**config.mk**
```make
export PLATFORM = sky130hd
export DESIGN_NAME = pot_lane
export DESIGN_NICKNAME = d
export VERILOG_FILES = /design/src/sv/perceptron_online_trainer_macros.svh /design/src/sv/pot_pkg.sv /design/src/sv/pot_lane.sv
export SDC_FILE = /design/constraint.sdc
export NUM_CORES = 2
export LEC_CHECK = 0
export ABC_AREA = 1
export BUFFER_PORTS_ARGS = -buffer_cell sky130_fd_sc_hd__buf_2
export CAP_MARGIN = 15
export CORE_MARGIN = 4
export CORE_UTILIZATION = 25
export CTS_BUF_LIST = sky130_fd_sc_hd__clkbuf_16
export DETAILED_ROUTE_END_ITERATION = 8
export PLACE_DENSITY_LB_ADDON = 0.3
export SLEW_MARGIN = 15
export SYNTH_ARGS = -nofsm -noshare
export SYNTH_HDL_FRONTEND = slang
export SYNTH_SLANG_ARGS = --single-unit
export TNS_END_PERCENT = 10
```
**constraint.sdc**
```tcl
create_clock -name clk -period 8.25 [get_ports clk]
set_input_delay 1.2375 -clock clk [delete_from_list [all_inputs] [get_ports clk]]
set_output_delay 1.2375 -clock clk [all_outputs]
set_load 0.01 [all_outputs]
```
**src/sv/perceptron_online_trainer_macros.svh**
```systemverilog
// Assertion helpers for the top-level RTL
`ifndef PERCEPTRON_ONLINE_TRAINER_MACROS_SVH
`define PERCEPTRON_ONLINE_TRAINER_MACROS_SVH

// same-cycle implication, disabled in reset
`define POT_ASSERT_IMP(label, clk, rst, ante, cons) \
  label: assert property (@(posedge clk) disable iff (rst) (ante) |-> (cons)) \
    else $error("assertion failed");

// next-cycle implication, disabled in reset
`define POT_ASSERT_NEXT(label, clk, rst, ante, cons) \
  label: assert property (@(posedge clk) disable iff (rst) (ante) |=> (cons)) \
    else $error("assertion failed");

`endif

```
**src/sv/pot_pkg.sv**
```systemverilog
package pot_pkg;

  // fixed widths
  localparam int FEAT_W         = 16;
  localparam int WEIGHT_W       = 32;
  localparam int ETA_W          = 16;
  localparam int COUNT_W        = 16;
  localparam int PROD_W         = WEIGHT_W + FEAT_W;
  localparam int UPD_W          = ETA_W + 2 + FEAT_W;
  localparam int INPUT_FEATURES = 4;

  localparam logic [COUNT_W-1:0] COUNT_MAX = 16'hFFFF;
  localparam logic [ETA_W-1:0]   LR_RESET  = 16'd6554;

  // request codes; code 3 behaves as classify
  localparam logic [1:0] REQ_TRAIN    = 2'd0;
  localparam logic [1:0] REQ_CLASSIFY = 2'd1;
  localparam logic [1:0] REQ_CLEAR    = 2'd2;

  typedef struct packed {
    logic [1:0]               req_type;
    logic signed [FEAT_W-1:0] feature_0;
    logic signed [FEAT_W-1:0] feature_1;
    logic signed [FEAT_W-1:0] feature_2;
    logic signed [FEAT_W-1:0] feature_3;
    logic                     label_positive;
    logic                     epoch_end;
  } in_t;

  typedef struct packed {
    logic               predicted_positive;
    logic               weights_changed;
    logic [COUNT_W-1:0] epoch_errors;
    logic               epoch_done;
  } out_t;

  // per-item info held between the multiply and merge cycles
  typedef struct packed {
    logic [1:0] req_type;
    logic       label_positive;
    logic       epoch_end;
  } stage_t;

  // weight control sent to lanes and merge
  typedef struct packed {
    logic load;
    logic commit;
    logic clear;
    logic label_pos;
  } lane_ctl_t;

endpackage

```
**src/sv/pot_lane.sv**
```systemverilog
module pot_lane (
  input  logic                                 clk,
  input  logic                                 rst,
  input  pot_pkg::lane_ctl_t                   ctl,
  input  logic signed [pot_pkg::FEAT_W-1:0]    feature,
  input  logic [pot_pkg::ETA_W-1:0]            eta,
  output logic signed [pot_pkg::PROD_W-1:0]    product
);
  import pot_pkg::*;

  localparam int STEP_W = UPD_W - 8;

  logic signed [WEIGHT_W-1:0] weight;
  logic signed [WEIGHT_W-1:0] weight_next;
  logic signed [UPD_W-1:0]    upd_prod;
  logic signed [UPD_W-1:0]    upd_signed;
  logic signed [STEP_W-1:0]   step;
  logic signed [WEIGHT_W:0]   weight_sum;

  // multiply on the accept beat: dot-product term and unsigned-rate step term
  always_ff @(posedge clk) begin
    if (ctl.load) begin
      product  <= PROD_W'(weight) * PROD_W'(feature);
      upd_prod <= UPD_W'($signed({1'b0, eta, 1'b0})) * UPD_W'(feature);
    end
  end

  // step = floor(+-2*eta*f / 256), then saturating add
  always_comb begin
    upd_signed  = ctl.label_pos ? upd_prod : -upd_prod;
    step        = STEP_W'(upd_signed >>> 8);
    weight_sum  = (WEIGHT_W+1)'(weight) + (WEIGHT_W+1)'(step);
    weight_next = weight_sum[WEIGHT_W-1:0];
    if (weight_sum[WEIGHT_W] != weight_sum[WEIGHT_W-1]) begin
      weight_next = weight_sum[WEIGHT_W] ? {1'b1, {(WEIGHT_W-1){1'b0}}}
                                         : {1'b0, {(WEIGHT_W-1){1'b1}}};
    end
  end

  // weight register
  always_ff @(posedge clk) begin
    if (rst) begin
      weight <= '0;
    end else if (ctl.clear) begin
      weight <= '0;
    end else if (ctl.commit) begin
      weight <= weight_next;
    end
  end

endmodule

```
==> impl_metrics.yaml <==
setup_path:
  cp_data_required_time_ns: 8.49
  r2r_start: "weight[10]"
  crit_fanout: 25
  critPathLaunch: "feature[6]"
  critical_path_class: "input port to register"
  start_kind: "input port"
  cp.arrival_ns: 7.82
  end_kind: "register"
pwr:
  power_density_nw_per_um2: 388
  fin_total_pwr_mw: 14.5
  vdd_drop_max_v: 0.000459
  leakagePower_nw: 20.5
logic_synthesis:
  yosys_register_bits: 113
  yosysSeqAreaShare_pct: 9.01
  synth_common_cells: "inv_1 (1274), nand2_1 (1084), fa_1 (681), ha_1 (268), nor2_1 (189)"
  synth.most_common_cell: "inv_1"
  synth_edf_count: 81
  netlist_instances: 4384
  synth_xor_xnor_area_share_pct: 3.26
  yosysTopAreaCell: "fa_1"
  yosys-mux-area-fraction_pct: 0
  synth_warnings: 0
  synthAdderAreaFrac_pct: 49.8
  postSynthAreaPerCell_um2: 7.78
  syn_nets: 5371
  yosys.area_share.simple_pct: 16.7
  synth_cell_types: 47
  syn_area_um2: 34100
  synth_compound_area_share_pct: 5.19
  ys_async_sr_fraction_pct: 0
  synth_top_family_by_area: "adder cells"
  yosysTopAreaCellShare_pct: 40.0
  ys.flop_type: "edfxtp_1"
  synthTopCellsByArea: "fa_1 (40%), inv_1 (14%), nand2_1 (12%)"
routing:
  first_pass_iters: 5
  wire_per_inst_um: 16.2
  final_antenna_net_count: 0
  routed_wl_mm: 100
  drc: 0
  viasPerCell: 4.35
  first_iter_violations: 1467
  vias: 26900
sta:
  period_minus_slack_ns: 7.58
  fmax_ghz: 0.132
  maxSlewHeadroom_pct: 26.7
  rsz0062_at_grt: "no"
  fin_tns_setup_ns: 0
  clock_skew_ns: 0.0175
  fin_ws_ns: 0.671
  worst_pin_slew_ns: 1.10
  setup_viol: 0
  min_period_over_period_pct: 91.9
  finalHoldViolCount: 0
  slew_viol_final: 0
die:
  start_util_pct: 25.2
  rows: 135
  die_area_um2: 142000
  pin_count: 86
  die_w_um: 377
  core_area_um2: 135000
  fp.dieH_um: 377
global_route:
  grt_pass1_vias: 28600
  grt_pass1_wl_mm: 162
  grt_max_degree: 51
  grt_use_total_pct: 14.6
  overflow: 0
  antenna_found_initial: 6
final_layout:
  layout.nets: 5372
  syn_to_final_growth_pct: 9.32
  drive_gt1_share_pct: 5.46
  fin_area_um2: 37300
  finalNonFillerCells: 6179
  antenna_cells: 0
min_path:
  hold_start: "weight[22]"
  holdCritPathClass: "register to register"
status:
  status: "finished, final reports clean"
clock_network:
  numCtsBuffers: 17
  cts-root-buf: "clkbuf_16"
  cts_resized: 0
  cts_tree: "done"
  cts_setup_buffers: 0
  cts_hold_buf: 0
  clk_latency_ns: 0.49
  clkTransAtPathRegs_ns: 0.07
  cts_max_level: 4
  clock_sinks: 113
  cts.path.max_buffers: 2
run:
  drv_cap: 0
placement:
  post-place-ws_ns: 0.404
  place_area_um2: 36700
  dp_hpwl_mm: 82.1
  placed_cells: 6147
  place.gp.congestion: 0.857
  port_buffers: 85
[report_power, final]
part           switching (mW)  internal [mW]  leakage, nW
clock network           0.360          0.429        0.285
logic                    7.79           4.38         19.2
registers               0.223           1.30         1.06
total                    8.37           6.11         20.5
[worst max-delay path, cell delays in order]
cell,delay [ns]
buf_2,0.51
buf_4,0.36
nand2_1,0.08
inv_1,0.11
fa_1,0.41
inv_1,0.08
fa_1,0.46
fa_1,0.52
inv_1,0.05
fa_1,0.48
fa_1,0.49
inv_1,0.05
fa_1,0.47
inv_1,0.04
ha_1,0.33
nand2_1,0.12
nor2_1,0.30
nand4_1,0.36
o21ai_0,0.67
nand3_1,0.37
nand4_1,0.19
nand2_1,0.07
[metal layers]
| metal | vias up | GRT usage [%] | wire [µm] |
|---|---|---|---|
| li1 | 12600 | - | - |
| met2 | 585 | 24.7 | 47100 |
| met3 | 86 | 1.88 | 4710 |
| met5 | - | 0 | 27 |
| met4 | 4 | 3.18 | 1760 |
| met1 | 13600 | 20.1 | 46400 |
[layout make-up]
| class | count | area (µm²) |
|---|---|---|
| clock inverters | 15 | 163 |
| clock buffers | 17 | 425 |
| fillers | 14900 | 98200 |
| well taps | 1781 | 2230 |
| inverters | 1274 | 4780 |
| repair buffers | 159 | 1070 |
| flip-flops and latches | 113 | 3070 |
| multi-input cells | 2820 | 25600 |
[worst paths after layout]
check                      to  slack [ns]  depth (start not counted)
hold / removal     weight[22]        0.72                          2
setup / recovery  product[45]        0.67                         22
setup reg to reg  product[45]        1.16                         18
hold reg to reg    weight[22]        0.72                          2
[cells in the final DEF (no fill, tap or decap), types with 9 or more instances in the layout]
cell type	instances
inv_1	1273
nand2_1	1084
fa_1	681
ha_1	268
nor2_1	188
a21oi_1	144
o21ai_0	84
buf_2	84
xor2_1	82
edfxtp_1	81
nand3_1	71
buf_4	68
xnor2_1	45
dfxtp_1	32
nor3_1	23
or2_2	22
a21o_1	17
clkbuf_16	17
o21bai_1	16
nand4_1	15
a31oi_1	12
nand2_2	9
[cell families after synthesis]
logic type,Yosys count
AND/OR/NAND/NOR,1434
buffers and inverters,1451
flip-flops,113
adder cells (fa/ha/maj),949
AO/OA/AOI/OAI,310
XOR/XNOR,127
[state kept, by name, summed over array words and instances, names as in the netlist]
register	cells
weight	32
upd_prod	33
product	48
[per-stage QoR]
stage / hold slack (ns) / util [%]
after floorplan: 0.620 / -
after global placement: 0.714 / 27.1
after detailed placement: 0.719 / 27.1
after CTS: 0.729 / 27.5
after global routing: 0.749 / 27.5
final: 0.723 / 27.5
(Power assumes the default switching activity.)
