==> config.mk <==
export PLATFORM = sky130hd
export DESIGN_NAME = pot_merge
export DESIGN_NICKNAME = d
export VERILOG_FILES = /design/src/sv/perceptron_online_trainer_macros.svh /design/src/sv/pot_pkg.sv /design/src/sv/pot_merge.sv
export SDC_FILE = /design/constraint.sdc
export NUM_CORES = 1
export LEC_CHECK = 0
export ABC_AREA = 1
export BUFFER_PORTS_ARGS = -buffer_cell sky130_fd_sc_hd__clkbuf_2
export CORE_UTILIZATION = 50
export DETAILED_ROUTE_END_ITERATION = 7
export PLACE_DENSITY = 0.77
export SKIP_CTS_REPAIR_TIMING = 1
export SLEW_MARGIN = 0
export SYNTH_ARGS = -nofsm -noshare
export SYNTH_HDL_FRONTEND = slang
export SYNTH_SLANG_ARGS = --single-unit
==> constraint.sdc <==
create_clock -name clk -period 9.4 [get_ports clk]
set_input_delay 2.82 -clock clk [delete_from_list [all_inputs] [get_ports clk]]
set_output_delay 2.82 -clock clk [all_outputs]
set_load 0.005 [all_outputs]
==> src/sv/perceptron_online_trainer_macros.svh <==
// Assertion helpers for the top-level RTL
`ifndef PERCEPTRON_ONLINE_TRAINER_MACROS_SVH
`define PERCEPTRON_ONLINE_TRAINER_MACROS_SVH

// same-cycle implication, disabled in reset
`define POT_ASSERT_IMP(label, clk, rst, ante, cons) \
  label: assert property (@(posedge clk) disable iff (rst) (ante) |-> (cons)) \
    else $error("assertion failed");

// next-cycle implication, disabled in reset
`define POT_ASSERT_NEXT(label, clk, rst, ante, cons) \
  label: assert property (@(posedge clk) disable iff (rst) (ante) |=> (cons)) \
    else $error("assertion failed");

`endif

==> src/sv/pot_pkg.sv <==
package pot_pkg;

  // fixed widths
  localparam int FEAT_W         = 16;
  localparam int WEIGHT_W       = 32;
  localparam int ETA_W          = 16;
  localparam int COUNT_W        = 16;
  localparam int PROD_W         = WEIGHT_W + FEAT_W;
  localparam int UPD_W          = ETA_W + 2 + FEAT_W;
  localparam int INPUT_FEATURES = 4;

  localparam logic [COUNT_W-1:0] COUNT_MAX = 16'hFFFF;
  localparam logic [ETA_W-1:0]   LR_RESET  = 16'd6554;

  // request codes; code 3 behaves as classify
  localparam logic [1:0] REQ_TRAIN    = 2'd0;
  localparam logic [1:0] REQ_CLASSIFY = 2'd1;
  localparam logic [1:0] REQ_CLEAR    = 2'd2;

  typedef struct packed {
    logic [1:0]               req_type;
    logic signed [FEAT_W-1:0] feature_0;
    logic signed [FEAT_W-1:0] feature_1;
    logic signed [FEAT_W-1:0] feature_2;
    logic signed [FEAT_W-1:0] feature_3;
    logic                     label_positive;
    logic                     epoch_end;
  } in_t;

  typedef struct packed {
    logic               predicted_positive;
    logic               weights_changed;
    logic [COUNT_W-1:0] epoch_errors;
    logic               epoch_done;
  } out_t;

  // per-item info held between the multiply and merge cycles
  typedef struct packed {
    logic [1:0] req_type;
    logic       label_positive;
    logic       epoch_end;
  } stage_t;

  // weight control sent to lanes and merge
  typedef struct packed {
    logic load;
    logic commit;
    logic clear;
    logic label_pos;
  } lane_ctl_t;

endpackage

==> src/sv/pot_merge.sv <==
module pot_merge #(
  parameter int NUM_FEATURES = 4
) (
  input  logic                              clk,
  input  logic                              rst,
  input  pot_pkg::lane_ctl_t                ctl,
  input  pot_pkg::stage_t                   stage,
  input  logic [pot_pkg::ETA_W-1:0]         eta,
  input  logic signed [pot_pkg::PROD_W-1:0] products [NUM_FEATURES],
  output logic                              pred,
  output logic                              mistake
);
  import pot_pkg::*;

  localparam int SUM_W = PROD_W + $clog2(NUM_FEATURES + 1);

  logic signed [WEIGHT_W-1:0] bias;
  logic signed [WEIGHT_W-1:0] bias_next;
  logic signed [WEIGHT_W:0]   bias_sum;
  logic signed [ETA_W+1:0]    update;
  logic signed [SUM_W-1:0]    net;

  // net = bias*256 + sum of lane products
  always_comb begin
    net = SUM_W'($signed({bias, 8'b0}));
    for (int i = 0; i < NUM_FEATURES; i++) begin
      net = net + SUM_W'(products[i]);
    end
  end

  assign pred    = (stage.req_type != REQ_CLEAR) && (net > 0);
  assign mistake = (stage.req_type == REQ_TRAIN) && (pred != stage.label_positive);

  // bias moves by +-2*eta with saturation
  always_comb begin
    update    = ctl.label_pos ? $signed({1'b0, eta, 1'b0}) : -$signed({1'b0, eta, 1'b0});
    bias_sum  = (WEIGHT_W+1)'(bias) + (WEIGHT_W+1)'(update);
    bias_next = bias_sum[WEIGHT_W-1:0];
    if (bias_sum[WEIGHT_W] != bias_sum[WEIGHT_W-1]) begin
      bias_next = bias_sum[WEIGHT_W] ? {1'b1, {(WEIGHT_W-1){1'b0}}}
                                     : {1'b0, {(WEIGHT_W-1){1'b1}}};
    end
  end

  always_ff @(posedge clk) begin
    if (rst) begin
      bias <= '0;
    end else if (ctl.clear) begin
      bias <= '0;
    end else if (ctl.commit) begin
      bias <= bias_next;
    end
  end

endmodule

==> results of run 1 <==
## worst paths after layout
path	from	slack [ps]	cells past startpoint	to
worst min register to register	bias[17]	560	2	bias[17]
worst max register to register	bias[1]	5630	19	bias[25]
worst max-delay path	products[2]	-210	26	mistake
worst min-delay path	bias[17]	560	2	bias[17]
## area by class of cell
class                   instances  area, um2  share of cell area, %
clock inverters                 3       18.8                  0.125
clock buffers                   5        125                  0.834
inverters                     564       2120                   14.1
flip-flops and latches         32        641                   4.27
multi-input cells            1255       9550                   63.6
repair buffers                361       2200                   14.7
well taps                     285        357                   2.38
## logic make-up after synthesis
group,after synthesis
and+or+nand+nor,743
buffers and inverters,579
AOI/OAI and AO/OA,252
adders and majority gates,229
DFF,32
xor gates and xnor gates,31
## through the flow
step | hold slack [ps] | area (um2) | setup TNS, ps | total power (uW) | cells
2_1_floorplan | 475 | 11600 | 0 | 2190 | 1866
3_3_place_gp | 531 | 13900 | -515 | 3280 | 2482
3_5_place_dp | 539 | 13900 | -728 | 3330 | 2482
4_1_cts | 552 | 14100 | -756 | 3510 | 2490
5_1_grt | 586 | 15000 | -831 | 4420 | 2505
6_report | 559 | 15000 | -359 | 4010 | 2505
## layer usage
| metal | vias up | share of wire, % |
|---|---|---|
| li1 | 6296 | - |
| met1 | 5700 | 43 |
| met2 | 296 | 51 |
| met3 | 39 | 3.9 |
| met4 | 0 | 2.0 |
| met5 | - | 0 |
## power by group through the flow
| stage | logic, uW | registers (uW) | clock network [uW] |
|---|---|---|---|
| floorplan | 2020 | 168 | 0 |
| global placement | 3100 | 176 | 0 |
| detailed placement | 3150 | 177 | 0 |
| CTS | 3170 | 174 | 171 |
| global route | 4070 | 177 | 174 |
| finish | 3670 | 174 | 168 |
## cell usage after synthesis, types with 4 or more instances
cell type	n
sky130_fd_sc_hd__a21o_1	4
sky130_fd_sc_hd__a21oi_1	115
sky130_fd_sc_hd__a31oi_1	18
sky130_fd_sc_hd__clkbuf_1	12
sky130_fd_sc_hd__clkinv_1	5
sky130_fd_sc_hd__dfxtp_1	32
sky130_fd_sc_hd__fa_1	140
sky130_fd_sc_hd__ha_1	89
sky130_fd_sc_hd__inv_1	545
sky130_fd_sc_hd__inv_2	14
sky130_fd_sc_hd__nand2_1	433
sky130_fd_sc_hd__nand2_2	25
sky130_fd_sc_hd__nand3_1	65
sky130_fd_sc_hd__nand3_2	6
sky130_fd_sc_hd__nand3b_1	5
sky130_fd_sc_hd__nand4_1	22
sky130_fd_sc_hd__nor2_1	142
sky130_fd_sc_hd__nor2_2	14
sky130_fd_sc_hd__nor3_1	15
sky130_fd_sc_hd__o211ai_1	4
sky130_fd_sc_hd__o21a_1	7
sky130_fd_sc_hd__o21ai_0	76
sky130_fd_sc_hd__o21ai_1	6
sky130_fd_sc_hd__o21bai_1	10
sky130_fd_sc_hd__xnor2_1	10
sky130_fd_sc_hd__xor2_1	21
## critical path: cells and delay by family
kind / cells / cell delay (ps)
fa+ha+maj: 5 / 1940
buf+inv: 4 / 270
simple gates: 17 / 1740
==> summary.txt, run 1 <==
Synth
  – Syn Nets: 2,313
  – Share of synthesized area spent on multiplexers: 0%
  – Synthesis Warnings: 0
  – Synth top area share: 24.2%
  – Number of enable-type register cells in the synthesized netlist: 0
  – Fraction of synthesized cell area in xor and xnor cells: 2.34%
  – Largest area contributor in the synthesized netlist: sky130_fd_sc_hd__fa_1
  – Simple-Gate Fraction of Synth Area: 27.5%
  – Post-synthesis compound-gate area fraction: 12.0%
  – Mapped Cells: 1,866
  – Primary flip-flop cell chosen by synthesis mapping: sky130_fd_sc_hd__dfxtp_1
  – Combinational family with the most area after synthesis: adder cells
  – Total of flip-flops plus latches after synthesis: 32
  – Arithmetic-cell share of the synthesized area counting full adders, half adders and majority gates: 33.7%
  – Sequential fraction of the synthesis area: 5.52%
  – Post-synthesis area per instance: 6.22 um2
  – Ys async rst share: 0%
  – Leading post-synthesis cells by cell area: sky130_fd_sc_hd__fa_1 24%, sky130_fd_sc_hd__inv_1 18%, sky130_fd_sc_hd__nand2_1 14%, sky130_fd_sc_hd__ha_1 9.6%, sky130_fd_sc_hd__dfxtp_1 5.5%
  – Netlist area before placement: 11,600 um2
  – Distinct cells, synth: 44

Drt
  – Antenna Violating Nets Remaining: 0
  – Via count of the routed design: 12.3k
  – First drt pass iteration count: 6
  – Mean routed wirelength per cell: 13.5 um
  – Total Wirelength: 33,900 um
  – Number of vias per cell after detailed routing: 4.92
  – Iteration-0 DRC count of the detailed router: 657
  – Residual DRC: 0

Global route
  – First-pass GRT wire length: 54,100 um
  – Vias in the first global route: 11.8k
  – GR Layer Usage met3: 1.60%
  – Overall global routing resource usage: 28.2%
  – Met1 GRT Util: 35.8%
  – Pin count of the biggest net entering global routing: 46
  – Met2 track demand over resource in global routing: 52.4%
  – Layer with the highest usage after global routing: met2
  – Global route total overflow: 0
  – Initial antenna violation count: 0

Worst setup path
  – Delay of the slowest critical-path stage: 530 ps
  – CP most frequent cell: sky130_fd_sc_hd__nand2_1
  – Critical Path Slowest Stage Cell: sky130_fd_sc_hd__fa_1
  – Data required time at the worst endpoint: 6580 ps
  – Category of the most critical setup path: input pin to primary output
  – Highest net fanout along the worst path: 5
  – Worst setup EP type: primary output
  – Arrival time at the worst endpoint: 6790 ps
  – Startpoint type of the worst setup path: input pin

Final layout
  – Max reg flops: 32
  – Share of layout cells above drive strength 1: 27.1%
  – Most common library cell in the layout ignoring fill and taps: sky130_fd_sc_hd__inv_1
  – Biggest regs: bias x32
  – Layout filler cell count: 2,085
  – Area added between synthesis and finish: 29.3%
  – Final Core Density: 66.1%
  – Final layout net count: 2,666
  – Top reg by flops: bias
  – Diode count: 0
  – Top library cells by usage in the layout, fill and taps aside: 523 x sky130_fd_sc_hd__inv_1, 394 x sky130_fd_sc_hd__nand2_1, 214 x sky130_fd_sc_hd__clkbuf_2

Placed design
  – Number of I/O port buffers: 217
  – Detailed-placement wirelength estimate: 29,200 um
  – Weighted congestion reported at the end of routability-driven placement: 0.963
  – Pre-CTS setup slack: -400 ps

Pwr
  – Switching portion of total power: 55.3%
  – Pwr/cell area: 267 nW/um2
  – Combinational share of power: 91.5%
  – Reported net switching power: 2220 uW
  – Part of the total power dissipated in sequential elements: 4.3%
  – Maximum ir drop on the vdd rail: 281 uV
  – Total internal power: 1790 uW
  – Clock Power Share: 4.2%
  – LEAKAGE: 0.00887 uW

Run
  – Total of max-cap violations: 0

Timing
  – Slew headroom: 39.2%
  – RSZ-0062 raised after global routing: true
  – Maximum clock rate: 0.104 GHz
  – Max-slew violations: 0
  – Final critical delay including setup and external delays: 9610 ps
  – Final setup violation count: 2
  – Share of the cycle needed by the critical path after routing: 102%
  – Transition time of the tightest slew-check pin: 912 ps
  – Post-layout worst setup margin: -208 ps
  – Final hold vios: 0
  – Worst setup skew after layout: 8.36 ps

Clock network
  – Maximum clock insertion buffer count: 2
  – TritonCTS buffer count: 5
  – Number of H-tree levels: 2
  – Sinks on Clock Net: 32
  – Root buf cell: sky130_fd_sc_hd__clkbuf_16
  – Latest clock arrival within the worst-skew pair: 290 ps
  – CTS clock-pin slew for the worst setup and hold paths: 60 ps
  – CTS tree: done

Floorplanning
  – Initial core utilization: 51.1%
  – Core footprint: 22,700 um2
  – Cell Rows: 55
  – Floorplan die height: 154 um
  – I/O pin count: 220
  – Full die area: 23,800 um2
  – DIE WIDTH: 154 um

Hold path
  – Path category of the worst min-delay check: flop to flop

Status
  – Violated checks: negative setup slack
  – Status: finished with violations
(Power assumes the default switching activity.)
==> run 2: changes to the inputs <==
CELL_PAD_IN_SITES_DETAIL_PLACEMENT = 1   (was unset)
CELL_PAD_IN_SITES_GLOBAL_PLACEMENT = 2   (was unset)
CORE_UTILIZATION = 31   (was 50)
PLACE_DENSITY = 0.88   (was 0.77)
SETUP_SLACK_MARGIN = 0.2   (was unset)
==> run 2 against run 1 <==
The flow still finishes with violations (negative setup slack). Die area rose by 60%. Critical path depth did not move. Register-to-register slack barely moved. Critical path type unchanged. Largest power group unchanged. Setup slack got worse by 30 ps. Sequential power barely moved. Sequential share of layout area fell by 0.18 points. Clock-buffer cell count rose by 2. Maximum frequency fell by 0.31%. Via count rose by 2.3%.
==> summary.txt, run 2 (synthesis results as in run 1) <==
Worst setup path
  – Critical Path Slowest Stage Cell: sky130_fd_sc_hd__fa_1
  – Delay of the slowest critical-path stage: 530 ps
  – Startpoint type of the worst setup path: input pin
  – Count of buffer and inverter cells on the critical path: 6
  – Arrival time at the worst endpoint: 6820 ps
  – Data required time at the worst endpoint: 6580 ps
  – Critical path's top delay family: adder cells
  – Category of the most critical setup path: input pin to primary output
  – Highest net fanout along the worst path: 3
  – Worst setup EP type: primary output

Final layout
  – Area added between synthesis and finish: 35.2%
  – Most common library cell in the layout ignoring fill and taps: sky130_fd_sc_hd__inv_1
  – Max reg flops: 32
  – Top library cells by usage in the layout, fill and taps aside: 518 x sky130_fd_sc_hd__inv_1, 366 x sky130_fd_sc_hd__nand2_1, 214 x sky130_fd_sc_hd__clkbuf_2
  – Share of layout cells above drive strength 1: 30.3%
  – Top reg by flops: bias
  – Biggest regs: bias x32
  – Layout filler cell count: 4,834
  – Final std cells w/o fill: 2,707
  – Diode count: 0
  – Final layout net count: 2,685

Floorplanning
  – Initial core utilization: 31.6%
  – Full die area: 38,200 um2
  – Core footprint: 36,700 um2
  – Cell Rows: 70
  – I/O pin count: 220
  – DIE WIDTH: 195 um
  – Floorplan die height: 195 um

Timing
  – Share of the cycle needed by the critical path after routing: 103%
  – Final hold vios: 0
  – Post-route setup TNS: -394 ps
  – RSZ-0062 raised after global routing: true
  – Max-slew violations: 0
  – Worst setup skew after layout: 8.64 ps
  – Transition time of the tightest slew-check pin: 653 ps
  – Final hold slack: 558 ps
  – Maximum clock rate: 0.104 GHz
  – Post-layout worst setup margin: -238 ps
  – Final critical delay including setup and external delays: 9640 ps
  – Slew headroom: 56.4%
  – Final setup violation count: 2

Pwr
  – Total internal power: 1970 uW
  – LEAKAGE: 0.00900 uW
  – Maximum ir drop on the vdd rail: 101 uV
  – Clock Power Share: 4.8%
  – Part of the total power dissipated in sequential elements: 4.0%
  – Reported net switching power: 2420 uW
  – Combinational share of power: 91.3%
  – Pwr/cell area: 280 nW/um2
  – Switching portion of total power: 55.1%

Drt
  – Number of vias per cell after detailed routing: 4.66
  – Antenna Violating Nets Remaining: 0
  – Via count of the routed design: 12.6k
  – Residual DRC: 0
  – Total Wirelength: 39,500 um
  – Mean routed wirelength per cell: 14.6 um
  – First drt pass iteration count: 4
  – Iteration-0 DRC count of the detailed router: 369

Clock network
  – Number of H-tree levels: 2
  – Sinks on Clock Net: 32
  – Latest clock arrival within the worst-skew pair: 300 ps
  – Maximum clock insertion buffer count: 2
  – TritonCTS buffer count: 5
  – CTS tree: done
  – Root buf cell: sky130_fd_sc_hd__clkbuf_16
  – CTS clock-pin slew for the worst setup and hold paths: 60 ps

Global route
  – First-pass GRT wire length: 63,200 um
  – Initial antenna violation count: 0
  – Pin count of the biggest net entering global routing: 46
  – Vias in the first global route: 13.5k
  – Overall global routing resource usage: 20.4%
  – Global route total overflow: 0

Status
  – Violated checks: negative setup slack
  – Status: finished with violations

Placed design
  – Number of placed cells counting well taps: 2,684
  – Weighted congestion reported at the end of routability-driven placement: 0.887
  – Detailed-placement wirelength estimate: 34,700 um
  – Number of I/O port buffers: 217

Run
  – Total of max-cap violations: 0

Hold path
  – Path category of the worst min-delay check: flop to flop
==> run 2: cell types whose count changed in the layout (fill, tap and decap cells not counted), moves of 6 or more <==
cell                      delta
sky130_fd_sc_hd__nand2_1    -28
sky130_fd_sc_hd__buf_4      +19
sky130_fd_sc_hd__nor2_2      +9
sky130_fd_sc_hd__nor2_1     -12
sky130_fd_sc_hd__ha_1        -6
sky130_fd_sc_hd__nand2_2    +24
==> run 2: metrics by stage <==
step | instance area, um2 | utilization [%] | setup slack (ps) | total power [uW]
after floorplan | 11600 | - | 342 | 2190
after global placement | 14300 | 39.0 | -416 | 3440
after detailed placement | 14300 | 39.0 | -573 | 3530
after CTS | 14500 | 39.5 | -582 | 3770
after global routing | 15700 | 42.8 | -486 | 4850
final | 15700 | 42.8 | -238 | 4390
==> run 2: worst paths after layout <==
check | startpoint | endpoint | slack [ps] | cells past startpoint
hold reg to reg | bias[1] | bias[1] | 560 | 2
setup / recovery | products[39] | mistake | -240 | 26
setup reg to reg | bias[1] | bias[27] | 5630 | 19
hold / removal | bias[1] | bias[1] | 560 | 2
==> run 2: cell type report <==
class / instances / area, um2 / share of cell area (%)
inverters: 564 / 2120 / 13.5
clock buffers: 7 / 153 / 0.973
well taps: 468 / 586 / 3.73
clock inverters: 1 / 30.0 / 0.191
multi-input cells: 1255 / 9820 / 62.6
repair buffers: 380 / 2340 / 14.9
flip-flops and latches: 32 / 641 / 4.08
==> run 2: worst register-to-register path, cell delays in order (launching register included) <==
cell	delay, ps
sky130_fd_sc_hd__dfxtp_1	330
sky130_fd_sc_hd__ha_1	210
sky130_fd_sc_hd__fa_1	420
sky130_fd_sc_hd__nand3_1	90
sky130_fd_sc_hd__nand2_1	80
sky130_fd_sc_hd__a21oi_1	220
sky130_fd_sc_hd__o21ai_1	220
sky130_fd_sc_hd__a21oi_1	190
sky130_fd_sc_hd__inv_1	110
sky130_fd_sc_hd__nand4_1	100
sky130_fd_sc_hd__nand2_1	120
sky130_fd_sc_hd__nand4_1	100
sky130_fd_sc_hd__o211ai_1	100
sky130_fd_sc_hd__xor2_1	160
sky130_fd_sc_hd__ha_1	300
sky130_fd_sc_hd__inv_1	80
sky130_fd_sc_hd__nand2_4	270
sky130_fd_sc_hd__nand2_2	270
sky130_fd_sc_hd__o21ai_0	230
sky130_fd_sc_hd__inv_1	50
==> run 2: power groups by stage <==
stage | sequential (uW) | combinational, uW | clock (uW)
2_1_floorplan | 168 | 2020 | 0
3_3_place_gp | 176 | 3270 | 0
3_5_place_dp | 177 | 3360 | 0
4_1_cts | 174 | 3380 | 214
5_1_grt | 177 | 4460 | 217
6_report | 174 | 4000 | 210
==> run 2: layer usage <==
layer | up-vias | GRT usage [%] | wire length [um]
li1 | 6315 | - | -
met1 | 6055 | 24.8 | 17000
met2 | 207 | 39.1 | 21000
met3 | 42 | 1.14 | 831
met4 | 0 | 4.17 | 669
met5 | - | 0 | 0
==> run 3: changes to the inputs <==
MAX_ROUTING_LAYER = met4   (was unset)
==> run 3 against run 2 <==
Clock skew decreased by 2.4 ps. Largest cell class unchanged. Sequential power about the same. Register-to-register slack got worse by 40 ps. The flow still finishes with violations (negative setup slack). Final area is 3.0% higher. Final cell count rose by 0.18%. Sequential cell count is the same. Combinational power up 6.5%. Clock-buffer cell count fell by 2. Sequential share of layout area is 0.12 points lower.
==> summary.txt, run 3 (synthesis results as in run 1) <==
Worst setup path
  – Data required time at the worst endpoint: 6580 ps
  – Critical Path Slowest Stage Cell: sky130_fd_sc_hd__fa_1
  – Startpoint type of the worst setup path: input pin
  – Chain of cells forming the critical path: clkbuf_2 -> inv_1 -> fa_1 -> inv_1 -> fa_1 -> inv_1 -> fa_1 -> inv_1 -> ha_4 -> buf_6 -> nand2_1 -> nand2_1 -> a21oi_2 -> buf_4 -> o21bai_1 -> a21oi_2 -> nand3_2 -> buf_4 -> a31oi_2 -> xor2_1 -> nor2_2 -> a21oi_1 -> nor2_1 -> buf_2
  – Arrival time at the worst endpoint: 6800 ps
  – Highest net fanout along the worst path: 4
  – CP most frequent cell: sky130_fd_sc_hd__inv_1
  – Delay of the slowest critical-path stage: 530 ps
  – Reg2Reg Depth: 19
  – Category of the most critical setup path: input pin to primary output
  – Worst setup EP type: primary output

Timing
  – Max-slew violations: 0
  – Final hold slack: 562 ps
  – Share of the cycle needed by the critical path after routing: 102%
  – Final critical delay including setup and external delays: 9620 ps
  – RSZ-0062 raised after global routing: true
  – Worst setup skew after layout: 6.28 ps
  – Maximum clock rate: 0.104 GHz
  – Slew headroom: 55.5%
  – Transition time of the tightest slew-check pin: 666 ps
  – Final hold vios: 0
  – Post-layout worst setup margin: -225 ps
  – Final setup violation count: 2

Global route
  – Global route total overflow: 0
  – First-pass GRT wire length: 63,000 um
  – Vias in the first global route: 13.4k
  – Initial antenna violation count: 0
  – Pin count of the biggest net entering global routing: 46
  – Overall global routing resource usage: 21.0%

Floorplanning
  – DIE WIDTH: 195 um
  – Full die area: 38,200 um2
  – Floorplan die height: 195 um
  – Initial core utilization: 31.6%
  – Cell Rows: 70
  – Core footprint: 36,700 um2
  – I/O pin count: 220

Drt
  – First drt pass iteration count: 4
  – Via count of the routed design: 12.6k
  – Iteration-0 DRC count of the detailed router: 363
  – Number of vias per cell after detailed routing: 4.63
  – Total Wirelength: 40,100 um
  – Residual DRC: 0
  – Mean routed wirelength per cell: 14.8 um
  – Antenna Violating Nets Remaining: 0

Placed design
  – Number of placed cells counting well taps: 2,680
  – Number of I/O port buffers: 217
  – Detailed-placement wirelength estimate: 34,700 um
  – Weighted congestion reported at the end of routability-driven placement: 0.891

Hold path
  – Path category of the worst min-delay check: flop to flop
  – Hold path depth: 2

Clock network
  – Root buf cell: sky130_fd_sc_hd__clkbuf_16
  – CTS tree: done
  – Sinks on Clock Net: 32
  – Latest clock arrival within the worst-skew pair: 290 ps
  – Number of H-tree levels: 2
  – Maximum clock insertion buffer count: 2
  – TritonCTS buffer count: 5
  – CTS clock-pin slew for the worst setup and hold paths: 60 ps

Final layout
  – Top reg by flops: bias
  – Layout filler cell count: 4,808
  – Final layout net count: 2,690
  – Final Core Density: 44.0%
  – Biggest regs: bias x32
  – Top library cells by usage in the layout, fill and taps aside: 512 x sky130_fd_sc_hd__inv_1, 332 x sky130_fd_sc_hd__nand2_1, 213 x sky130_fd_sc_hd__clkbuf_2
  – Share of layout cells above drive strength 1: 33.4%
  – Area added between synthesis and finish: 39.2%
  – Max reg flops: 32
  – Final std cells w/o fill: 2,712
  – Most common library cell in the layout ignoring fill and taps: sky130_fd_sc_hd__inv_1
  – Diode count: 0

Status
  – Violated checks: negative setup slack
  – Status: finished with violations

Pwr
  – LEAKAGE: 0.00915 uW
  – Maximum ir drop on the vdd rail: 95.7 uV
  – Pwr/cell area: 287 nW/um2

Run
  – Total of max-cap violations: 0
run 3: cell types whose count changed in the layout (fill, tap and decap cells not counted), moves of 9 or more:
cell                      before  now
sky130_fd_sc_hd__nand2_2      78   98
sky130_fd_sc_hd__nand2_1     366  332
sky130_fd_sc_hd__nor2_4       20   31
sky130_fd_sc_hd__buf_6         8   17
sky130_fd_sc_hd__nor2_1      104   93
sky130_fd_sc_hd__nand2_4      16   29
run 3: worst paths after layout:
path | from | end | slack [ps]
max | products[35] | mistake | -220
min | bias[23] | bias[23] | 560
max reg2reg | bias[1] | bias[27] | 5590
min reg2reg | bias[23] | bias[23] | 560
run 3: through the flow:
stage / total power, uW / setup TNS, ps / area (um2) / worst slack [ps]
floorplan: 2190 / 0 / 11600 / 342
detailed placement: 3520 / -942 / 14300 / -517
global route: 5090 / -837 / 16200 / -472
finish: 4630 / -373 / 16200 / -225
global placement: 3430 / -716 / 14300 / -389
CTS: 3730 / -993 / 14500 / -543
run 3: metal layers:
layer,GRT usage [%],vias to the layer above,share of wire [%]
met5,-,-,0
met3,0.898,32,1.9
met1,24.9,6041,43
met4,3.59,0,1.3
met2,39.6,158,54
li1,-,6336,-
run 3: where the power goes:
| part | internal, uW | switching, uW |
|---|---|---|
| Combinational | 1800 | 2460 |
| Sequential | 153 | 21.2 |
| Clock | 125 | 71.0 |
| Total | 2080 | 2560 |
run 3: cell type report:
type	count	area (um2)	area share (%)
clock buffers	5	125	0.774
clock inverters	3	42.5	0.263
inverters	564	2120	13.1
multi-input cells	1255	10200	63.3
flip-flops and latches	32	641	3.97
well taps	468	586	3.62
repair buffers	385	2420	15.0
run 3: worst max-delay path, delay by kind of cell:
family	cells	cell delay (ps)
fa+ha+maj	4	1770
buf+inv	9	850
compound gates	5	710
simple gates	5	390
xor+xnor	1	240
